--- src/design/swm_pkg.sv ---
`timescale 1ns / 1ps
// ----------------------------------------------------------------------------
// Sliding window median package
// Shared constants, control types and state encoding for the median filter.
// ----------------------------------------------------------------------------
package swm_pkg;

    localparam int MAX_WINDOW_DEF = 64;
    localparam int CFG_W          = 7;
    localparam int SAMPLE_W       = 32;

    typedef enum logic [1:0] {
        ST_IDLE,
        ST_FIND,
        ST_DEL
    } t_swm_state;

    typedef struct packed {
        logic clear;
        logic insert;
        logic flush;
        logic remove;
    } t_cell_ctrl;

endpackage

--- src/design/swm_cell.sv ---
`timescale 1ns / 1ps
// ----------------------------------------------------------------------------
// Sliding window median cell
// One slot of the sorted window: value, age and valid flag, shifting right
// on insertion and left on removal of the oldest entry.
// ----------------------------------------------------------------------------
module swm_cell #(
    parameter int INDEX = 0,
    parameter int IW    = 6
) (
    input  logic                                i_clk,
    input  logic                                i_rst_n,
    input  swm_pkg::t_cell_ctrl                 i_ctrl,
    input  logic signed [swm_pkg::SAMPLE_W-1:0] i_sample,
    input  logic [IW-1:0]                       i_oldest_age,
    input  logic [IW-1:0]                       i_del_pos,
    input  logic signed [swm_pkg::SAMPLE_W-1:0] i_left_val,
    input  logic [IW-1:0]                       i_left_age,
    input  logic                                i_left_valid,
    input  logic                                i_left_take,
    input  logic signed [swm_pkg::SAMPLE_W-1:0] i_right_val,
    input  logic [IW-1:0]                       i_right_age,
    input  logic                                i_right_valid,
    output logic signed [swm_pkg::SAMPLE_W-1:0] o_val,
    output logic [IW-1:0]                       o_age,
    output logic                                o_valid,
    output logic                                o_take,
    output logic                                o_match
);

    logic signed [swm_pkg::SAMPLE_W-1:0] r_val;
    logic [IW-1:0]                       r_age;
    logic                                r_valid;
    logic                                w_valid_eff;
    logic                                w_left_valid_eff;
    logic                                w_shift;

    assign w_valid_eff      = r_valid & ~i_ctrl.flush;
    assign w_left_valid_eff = i_left_valid & ~i_ctrl.flush;
    assign o_take           = ~w_valid_eff | (r_val > i_sample);
    assign o_match          = r_valid & (r_age == i_oldest_age);
    assign w_shift          = r_valid & (IW'(INDEX) >= i_del_pos);

    always_ff @(posedge i_clk) begin
        if (!i_rst_n) begin
            r_valid <= 1'b0;
        end else if (i_ctrl.clear) begin
            r_valid <= 1'b0;
        end else if (i_ctrl.insert) begin
            if (i_left_take) begin
                r_valid <= w_left_valid_eff;
            end else if (o_take) begin
                r_valid <= 1'b1;
            end else begin
                r_valid <= w_valid_eff;
            end
        end else if (i_ctrl.remove && w_shift) begin
            r_valid <= i_right_valid;
        end
    end

    always_ff @(posedge i_clk) begin
        if (i_ctrl.insert) begin
            if (i_left_take) begin
                r_val <= i_left_val;
                r_age <= i_left_age + 1'b1;
            end else if (o_take) begin
                r_val <= i_sample;
                r_age <= '0;
            end else begin
                r_age <= r_age + 1'b1;
            end
        end else if (i_ctrl.remove && w_shift) begin
            r_val <= i_right_val;
            r_age <= i_right_age;
        end
    end

    assign o_val   = r_val;
    assign o_age   = r_age;
    assign o_valid = r_valid;

endmodule

--- config.mk ---
export PLATFORM = sky130hd
export DESIGN_NAME = swm_cell
export DESIGN_NICKNAME = d
export VERILOG_FILES = /design/src/design/swm_pkg.sv /design/src/design/swm_cell.sv
export SDC_FILE = /design/constraint.sdc
export NUM_CORES = 1
export LEC_CHECK = 0
export BUFFER_PORTS_ARGS = -buffer_cell sky130_fd_sc_hd__buf_2
export CORE_MARGIN = 8
export CORE_UTILIZATION = 49
export DETAILED_ROUTE_END_ITERATION = 16
export GPL_TIMING_DRIVEN = 0
export PLACE_DENSITY = 0.9
export SETUP_SLACK_MARGIN = 0.3
export SYNTH_ARGS = -nofsm -noshare
export SYNTH_HDL_FRONTEND = slang
export SYNTH_SLANG_ARGS = --single-unit
--- constraint.sdc ---
create_clock -name i_clk -period 6.07 [get_ports i_clk]
set_clock_uncertainty 0.2 [all_clocks]
set_input_delay 0.3035 -clock i_clk [delete_from_list [all_inputs] [get_ports i_clk]]
set_output_delay 0.3035 -clock i_clk [all_outputs]
set_load 0.005 [all_outputs]
== Yosys cells after proc, flatten, opt, wreduce, memory -nomap -nowiden ==
Cells that the tools add are included.

* Add/subtract/negate cells: 2
* Reduce and logical (&&, ||, !) cells: 4
* Bitwise gates (word level): 8
* Equality and inequality tests: 2
* Muxes and demuxes: 12
* Magnitude comparators: 2

{| class="wikitable"
|+ Operators by type and width
! operator !! number
|-
| 2-to-1 mux 32 bit || 4
|-
| greater-than comparator 32 bit || 1
|-
| 2-to-1 mux 6 bit || 4
|-
| adder 6 x 1 -> 6 bit (second input constant) || 2
|-
| == test 6 bit || 1
|-
| >= comparator 1 x 6 -> 1 bit (first input constant) || 1
|-
| AND 1 bit || 4
|-
| 2-to-1 mux 1 bit || 4
|-
| inequality test 3 x 1 -> 1 bit (second input constant) || 1
|-
| inverter 1 bit || 3
|-
| AND reduction 2 bit || 1
|-
| nonzero test 2 bit || 1
|-
| OR reduction 2 bit || 1
|-
| logical AND 1 bit || 1
|-
| OR 1 bit || 1
|}

* Output and inout port bits: 41
* Input bits: 129
* Bits in registers: 39

== Longest topological paths before layout ==
Gate-level depths: netlist (run 1).

* Depth after elaboration: 7
* Gate-level depth with buffers: 10

== Worst setup path before layout (run 1) ==
Ideal clock, no wire load.

* Path kind: reg-to-reg
* From: reg r_val (netlist bit o_val[27])
* To: reg r_val (netlist bit o_val[0]) (enable)
* Library setup time: 0.391 ns
* Arrival: 2.531 ns
* Clock period less this slack: 3.122 ns
* Setup slack: 2.948 ns
* Data required time: 5.479 ns
* Stages on the path, launching flop included: 10
* Cell sequence: edfxtp_1 ha_1 a21oi_2 o21a_2 o221ai_2 a211o_1 a21oi_1 o31a_1 buf_6 o21a_1

* Word-level cells in the longest chain between the ends: 4

{| class="wikitable"
|+ RTL lines
! what !! line !! source
|-
| from (decl) || swm_cell.sv:31 || <nowiki>logic signed [swm_pkg::SAMPLE_W-1:0] r_val;</nowiki>
|-
| from (signal assigned) || swm_cell.sv:65 || <nowiki>r_val <= i_left_val;</nowiki>
|-
| from (signal assigned) || swm_cell.sv:68 || <nowiki>r_val <= i_sample;</nowiki>
|-
| from (signal assigned) || swm_cell.sv:74 || <nowiki>r_val <= i_right_val;</nowiki>
|-
| greater-than comparator 32 bit || swm_cell.sv:40 || <nowiki>assign o_take = ~w_valid_eff | (r_val > i_sample);</nowiki>
|-
| OR 1 bit || swm_cell.sv:40 ||
|-
| named net o_take || swm_cell.sv:27 || <nowiki>output logic o_take,</nowiki>
|-
| inequality test 3 x 1 -> 1 bit (no line) || n/a ||
|-
| AND reduction 2 bit (no line) || n/a ||
|}

The timed path passes the listed nets, and every way through them passes these cells.
A chain may end at the register's enable or synchronous reset.

== Worst setup path after layout (run 1) ==
* From: reg r_val (netlist bit o_val[1])
* To: reg r_val (netlist bit o_val[22]) (enable)

* Word-level cells in the longest chain between the ends: 4

{| class="wikitable"
|+ RTL lines
! what !! line
|-
| greater-than comparator 32 bit || swm_cell.sv:40
|-
| OR 1 bit || swm_cell.sv:40
|-
| inequality test 3 x 1 -> 1 bit (no line) || n/a
|-
| AND reduction 2 bit (no line) || n/a
|}

Every way passes these cells.

==> results.txt, run 1 <==
- The run finished with clean final reports.
* Most Used Layer, Global Route: met2
- CTS H-Tree Depth: 2
- Count of mapped cells out of synthesis: ~320
* Width of the chip: 95.39 um
* Largest fanout on the critical path: 32
- Post-Route WL: about 9.7 mm
* Fin crit share: roughly 53%
- Syn-to-layout area delta: 33.51%
- Buffer levels on the longest clock path: 2
* Netlist area before placement: between 3000 and 4000 um2
- Residual antenna-violating net count after detailed routing: 0
- The average instance in the mapped netlist occupies approximately 9.5 um2.
- In the final design database the tool counted between 600 and 700 nets.
- GR Util All Layers: slightly above 20%
- The final count of hold timing violations was 0.
- CP arrival: just under 3 ns
* Fraction of met2 tracks used by global routing: between 30 and 40%
* Num CTS Buffers: 5
- Setup violations remaining at the end of the flow were counted as 0.
- Synth Area in XOR/XNOR: 3.971%
- In this run, synthesis produced a sequential element count of 39.
- Biggest area consumer among synthesized cells: sky130_fd_sc_hd__edfxtp_1
- The tree is rooted in a sky130_fd_sc_hd__clkbuf_8.
- Global-route wire length before repair: between 10 and 15 mm
* Startpoint types: register
- Setup slack on the critical path of the routed design comes to between 2 and 3 ns.
* Max transition margin: approximately 45%
* Largest net degree at the start of global routing: 33
- Data on the critical path is required at its endpoint by 5.79 ns.
- Std-Cell Core Area: 6205 um2
- Global routing consumed, on the met3 layer, just under 6% of the routing resources.
* Crit path capture type: register
- Diode insertion count for antenna repair: 0
* Final critical-path required period: around 3.2 ns
* Post-DP HPWL: slightly above 8 mm
* Iteration count of the initial detailed-routing pass: 4
* Row count: 29
* Path class of the lowest-slack min-delay path: primary input to register
* Post-Synth Simple-Gate Area: between 10% and 20%
- The Yosys step of the flow raised 0 warnings.
* Average routed wire per standard cell: 16.80 um
- Portion of the post-synthesis area used by sequential elements: 37.60%
* Initial standard-cell utilization of the core: between 40% and 50%
* Number of design rule violations left after detail routing: 0
- After Yosys synthesis, full adders, half adders and majority gates account for 13.78% of the synthesized area.
* Pin slew with the least headroom to its limit: 0.8258 ns
* Leakage: around 2.1 nW
* Count of port buffers added during placement: 167
* TritonCTS clock tree: done
- Number of primary I/O pins: 170
* Unrepaired setup endpoints after global routing: no
- Summing over every cut layer, the via total after detailed routing is between 3,000 and 4,000.
* Number of antenna violations at the first check in global routing: 0
* Cts hold-fix bufs: 1
- Drt initial violations: between 100 and 150
- Cells taking the most area after synthesis: sky130_fd_sc_hd__edfxtp_1 (37%), sky130_fd_sc_hd__ha_1 (14%), sky130_fd_sc_hd__mux2i_1 (10%)
- Total overflow reported by the global router: 0
- VDD sags by at most 0.0001145 V.
* Worst setup slack before clock tree synthesis: 2.291 ns
* Highest attainable clock frequency: slightly above 300 MHz
- Fraction of the mapped netlist area in compound gates: 15.11%
* Vias in the first global route: around 3,200
* Height of the die: about 95 um
- Max_cap viols: 0
* Power Dens Cells: between 150 and 200 nW/um2
- The portion of synthesized area spent on multiplexers is about a tenth.
* Post-Syn Nets: a little under 500
- Area share of the largest cell type after synthesis: between 30% and 40%
* Number of slew-limit violations in the final report: 0
* Via count normalized by instance count: between 5 and 6
- The die covers approximately 9100 um2.
* Fraction of layout cells with a size suffix above 1: a little under two fifths
- Yosys mapped the design onto 43 distinct sky130hd cell types.
- Largest family of logic cells by synthesized area: compound AO/OA/AOI/OAI gates
- Classification of the worst setup path: register to register
- GR met1 Demand/Resource: between 20 and 25%
- Sinks on Clock Net: 39
- Post-CTS timing repair inserted 0 buffers for setup.
* Worst-skew pair later-pin latency: ~0.29 ns
- The congestion estimate from routability-driven global placement came to between 0.8 and 0.9.
* Reg clk slew, reported paths: approximately 0.08 ns
- Total Neg Setup Slack: 0 ns
* Resized Gates After CTS: 0
==> worst max-delay path, stage by stage, from the launching register on <==
cell and delay [ns]:
sky130_fd_sc_hd__edfxtp_1 0.40, sky130_fd_sc_hd__ha_1 0.30, sky130_fd_sc_hd__nor2b_1 0.17, sky130_fd_sc_hd__o211ai_2 0.09, sky130_fd_sc_hd__a2111oi_0 0.44, sky130_fd_sc_hd__o31ai_1 0.14
sky130_fd_sc_hd__nand4b_1 0.11, sky130_fd_sc_hd__o31a_1 0.15, sky130_fd_sc_hd__buf_6 0.14, sky130_fd_sc_hd__o21a_2 0.69
==> final timing paths <==
kind                 start         to  slack, ns  cells past startpoint
setup / recovery  o_val[1]  o_val[22]       2.86                      9
hold / removal     i_rst_n    o_valid       0.07                      2
setup reg to reg  o_val[1]  o_val[22]       2.86                      9
hold reg to reg   o_age[0]   o_age[0]       0.51                      1
==> layer usage <==
| metal | up-vias | share of wire [%] |
|---|---|---|
| li1 | 1529 | - |
| met1 | 1406 | 39 |
| met2 | 126 | 51 |
| met3 | 13 | 9.4 |
| met4 | 0 | 1.1 |
| met5 | - | 0 |
==> cell type report <==
type	count	area, um2
timing repair buffer	168	845.8
tap	77	96.34
clock buffer	7	86.33
fill	535	2082
buffer	14	61.31
multi-input combinational	236	1735
inverter	35	131.4
clock inverter	1	5.005
sequential	39	1161
==> through the flow <==
stage          hold slack, ns  cell area [um2]  instances  power (mW)  util, %
2_1_floorplan          0.1796             3088        324      0.4487        -
4_1_cts               0.06380             4121        577      0.7292    66.42
3_3_place_gp           0.2706             4020        568      0.5329    64.79
3_5_place_dp           0.2757             4020        568      0.5447    64.79
6_report              0.06592             4123        577      0.7233    66.44
5_1_grt               0.05960             4123        577      0.7656    66.44
==> cell usage in the layout (no fill, tap or decap), types with 9 or more instances in the layout <==
| cell | instances |
|---|---|
| sky130_fd_sc_hd__buf_2 | 168 |
| sky130_fd_sc_hd__a21oi_1 | 46 |
| sky130_fd_sc_hd__edfxtp_1 | 38 |
| sky130_fd_sc_hd__nor2_1 | 37 |
| sky130_fd_sc_hd__inv_1 | 35 |
| sky130_fd_sc_hd__ha_1 | 34 |
| sky130_fd_sc_hd__mux2i_1 | 32 |
| sky130_fd_sc_hd__clkbuf_1 | 9 |
| sky130_fd_sc_hd__nand2_1 | 9 |
| sky130_fd_sc_hd__xnor2_1 | 9 |
==> kinds of logic (layout without fill, tap and decap cells) <==
| group | count (synthesis) | count (layout) |
|---|---|---|
| and+or+nand+nor | 80 | 80 |
| AOI/OAI and AO/OA | 76 | 76 |
| buffers and inverters | 49 | 225 |
| DFF | 39 | 39 |
| adders and majority gates | 34 | 34 |
| muxes | 32 | 32 |
| xor gates and xnor gates | 14 | 14 |
==> synthesized netlist by cell type, drive strengths merged <==
cell	n
clkbuf	8
xor2	5
a211o	1
a31oi	3
o211ai	1
nand4	9
o31a	1
and3	3
o31ai	7
nor3b	1
a2111oi	2
edfxtp	38
nor2b	4
dfxtp	1
o21a	2
and4	1
nor4b	2
xnor2	9
nand3	8
a21o	1
a311oi	1
buf	6
nor4	3
o21ai	7
nor2	37
nand2b	2
o221ai	1
inv	35
ha	34
nand4b	1
a211oi	1
a21oi	47
a21boi	1
mux2i	32
nand2	9
==> state kept, by name, summed over array words and instances, names as in the netlist <==
| register | count |
|---|---|
| o_val | 32 |
| o_age | 6 |
| o_valid | 1 |
==> power by group <==
group | internal [mW] | leakage (nW) | switching, mW
Clock | 0.0918 | 0.0482 | 0.0935
Sequential | 0.321 | 0.376 | 0.0132
Combinational | 0.0991 | 1.63 | 0.105
Total | 0.512 | 2.05 | 0.212
Note: power is estimated with default switching activity, not from simulation.
==> run 2: changes to the inputs <==
Settings changed: CORE_UTILIZATION 49 to 45, PLACE_DENSITY 0.9 to 0.84.
Clock period 6.07 ns to 3.11 ns, I/O delays scaled along.
==> run 2 against run 1 <==
Effect of this change:
- critical path depth stayed put
- first-iteration DRC count down 4.0%
- combinational power up 120%
- global-route usage is essentially flat
- critical path type is now register to output pin
- largest power group unchanged
==> results.txt, run 2 (synthesis results as in run 1) <==
- Non-filler instance count after layout: between 600 and 700
- Fraction of layout cells with a size suffix above 1: between 30% and 40%
- TritonCTS clock tree: done
- Reg clk slew, reported paths: roughly 0.080 ns
* Via total after detailed routing: 3,204
- Leaving out fill and tap cells, the most frequent cell in the layout is sky130_fd_sc_hd__buf_2.
- On the worst path, the slowest cell contributes a delay of between 0.4 and 0.5 ns.
* Final layout net count: 688
- Path class of the lowest-slack min-delay path: primary input to register
- Highest attainable clock frequency: about 370 MHz
* Global-route wire length before repair: around 16 mm
- The clock period could shrink to 2.695 ns.
* Largest net degree at the start of global routing: 17
* Critical-path cell with the highest stage delay: sky130_fd_sc_hd__edfxtp_1
- Outcome: finished, final reports clean
- Clock tree synthesis inserted a total of 5 buffers.
- Input and output buffers added on the ports amount to 167.
* Worst Hold Launch: i_right_val[0]
- Post-DP HPWL: ~7.8 mm
* WHS Path Cells: 3
- Row generation in the floorplan step produced 30 rows.
* Via count normalized by instance count: between 5 and 6
* Pin slew with the least headroom to its limit: between 0.7 and 0.8 ns
- Dividing the detail-routed wire length by the instance count gives ~17 um.
- Worst vdd ir: between 0.00015 and 0.0002 V
- The final number of max-transition violations is 0.
* Total overflow reported by the global router: 0
* Syn-to-layout area delta: 44.57%
* Unrepaired setup endpoints after global routing: no
- The worst register-to-register path begins at o_val[31].
* Inst Count DP: 571
* Kind of cell with the highest combined delay on the critical path: compound AO/OA/AOI/OAI gates
* Die footprint: slightly below 10,000 um2
* Worst setup slack before clock tree synthesis: -0.1957 ns
- The critical path is of the register to output pin type.
- Residual antenna-violating net count after detailed routing: 0
- CTS H-Tree Depth: 2
- The first detailed-routing pass took 4 iterations.
- Hold Crit Endpoint: o_val[0]
* Width of the chip: slightly below 100 um
- For the worst-skew pair, the clock arrives at the later sink with an insertion delay of 0.29 ns.
- Height of the die: 98.84 um
- STA classifies the critical path startpoint as a register.
- The repair_antennas step left the layout with diodes totalling 0.
- R2R Setup Slk: between 0.4 and 0.5 ns
- Global routing consumed, over all layers together, about a fifth of the routing resources.
- Setup violations remaining at the end of the flow were counted as 0.
* Leading cell types in the layout, fill and taps excluded: sky130_fd_sc_hd__buf_2 (168), sky130_fd_sc_hd__a21oi_1 (45), sky130_fd_sc_hd__edfxtp_1 (38)
- The worst path uses between 80 and 90% of the clock period.
* Clk Tree Root Cell: sky130_fd_sc_hd__clkbuf_8
* Number of design rule violations left after detail routing: 0
- After detailed routing, the total wire length is 10.50 mm.
* CP arrival: 2.34 ns
* Buffer levels on the longest clock path: 2
- During I/O placement, the number of pins put on the boundary was 170.
- Final cell utilization of the core: 66.44%
- Cell mode on critical path: sky130_fd_sc_hd__buf_6
* Max_cap viols: 0
* Max transition margin: roughly half
- Largest fanout on the critical path: 5
- Once the floorplan was initialized, standard cells occupied between 40% and 50% of the core.
- The initial antenna violation count was 0.
- The via count of the first global-routing pass was approximately 3,400.
- Routability Congestion: roughly 0.85
- Across the whole layout, storage elements account for roughly 1200 um2.
- Across all setup checks in the final design, the least slack found is 0.4155 ns.
- The first routing iteration left 120 violations.
* Fill cell total of the finished layout: roughly 550
- The number of buffers and inverters on the critical path is 2.
- Capture point of the worst reg-to-reg path: o_val[3]
* Power Dens Cells: between 300 and 400 nW/um2
- Worst path cell trace: ha_4 > nor2b_4 > o211ai_2 > a2111oi_4 > o31ai_1 > nand4b_1 > o31a_1 > buf_6 > buf_6
- Sinks on Clock Net: 39
- The final count of hold timing violations came to 0.
* Leakage: 2.176 nW
- Max reg flops: 32
- Data required time at the worst endpoint: 2.75 ns
* Std-Cell Core Area: around 6700 um2
- Summing all multi-input logic gate instances after layout gives between 1500 and 2000 um2.
- Cell count of the worst reg-to-reg path: 7
- The worst setup path is captured at an output pin.
## run 2: cell types whose count changed in the layout (fill, tap and decap cells not counted), moves of 2 or more
cell,delta
sky130_fd_sc_hd__buf_4,+2
sky130_fd_sc_hd__clkbuf_1,+2
sky130_fd_sc_hd__dlygate4sd3_1,+20
sky130_fd_sc_hd__ha_1,-3
sky130_fd_sc_hd__ha_4,+2
sky130_fd_sc_hd__o21a_4,+4
## run 2: repair_timing
action,in CTS,in global routing
cloned,1,3
buffers inserted,0,2
resized for setup,3,13
endpoints found under the hold margin,20,0
setup endpoints to repair,33,33
pin swaps,0,3
hold buffers,21,0
## run 2: tightest hold or removal path, cell delays in order
cell                      delay, ns
sky130_fd_sc_hd__buf_2         0.08
sky130_fd_sc_hd__nor2_1        0.03
sky130_fd_sc_hd__a21oi_1       0.11
## run 2: routing by layer
layer | up-vias | global-route usage, % | part of all wire [%]
met5 | - | 0 | 0
met3 | 9 | 7.118 | 9.2
li1 | 1586 | - | -
met4 | 0 | 3.660 | 0.80
met1 | 1477 | 22.60 | 40
met2 | 132 | 37.06 | 50
## run 2: final cells by class
type                       count  share of cell area [%]
buffer                        14                   1.373
clock buffer                   8                   1.794
inverter                      35                   2.943
multi-input combinational    239                   41.62
sequential                    39                   26.01
tap                           80                   2.242
timing repair buffer         191                   24.02
## run 2: power breakdown
group	leakage, nW	internal, mW	switching, mW
clock network	0.0395	0.160	0.177
registers	0.376	0.626	0.0275
logic	1.76	0.221	0.222
## run 2: metrics by stage
step / TNS [ns] / area (um2) / power, mW / hold WS [ns]
after floorplan: 0 / 3089 / 0.8755 / 0.03165
after global placement: -4.108 / 4025 / 1.044 / 0.1206
after detailed placement: -6.206 / 4025 / 1.061 / 0.1211
after CTS: 0 / 4338 / 1.419 / 0.002130
after global routing: 0 / 4464 / 1.519 / 0.003980
final: 0 / 4464 / 1.433 / 0.001231
## run 2: worst max path at each step
stage	start	endpoint	slack, ns	depth (start not counted)
2_1_floorplan	o_val[27]	o_val[0]	0.30	9
3_3_place_gp	o_val[1]	o_val[19]	-0.13	9
3_5_place_dp	o_val[1]	o_val[16]	-0.20	9
4_1_cts	o_val[31]	o_val[23]	0.28	8
5_1_grt	o_val[5]	o_take	0.30	9
6_report	o_val[1]	o_take	0.42	9
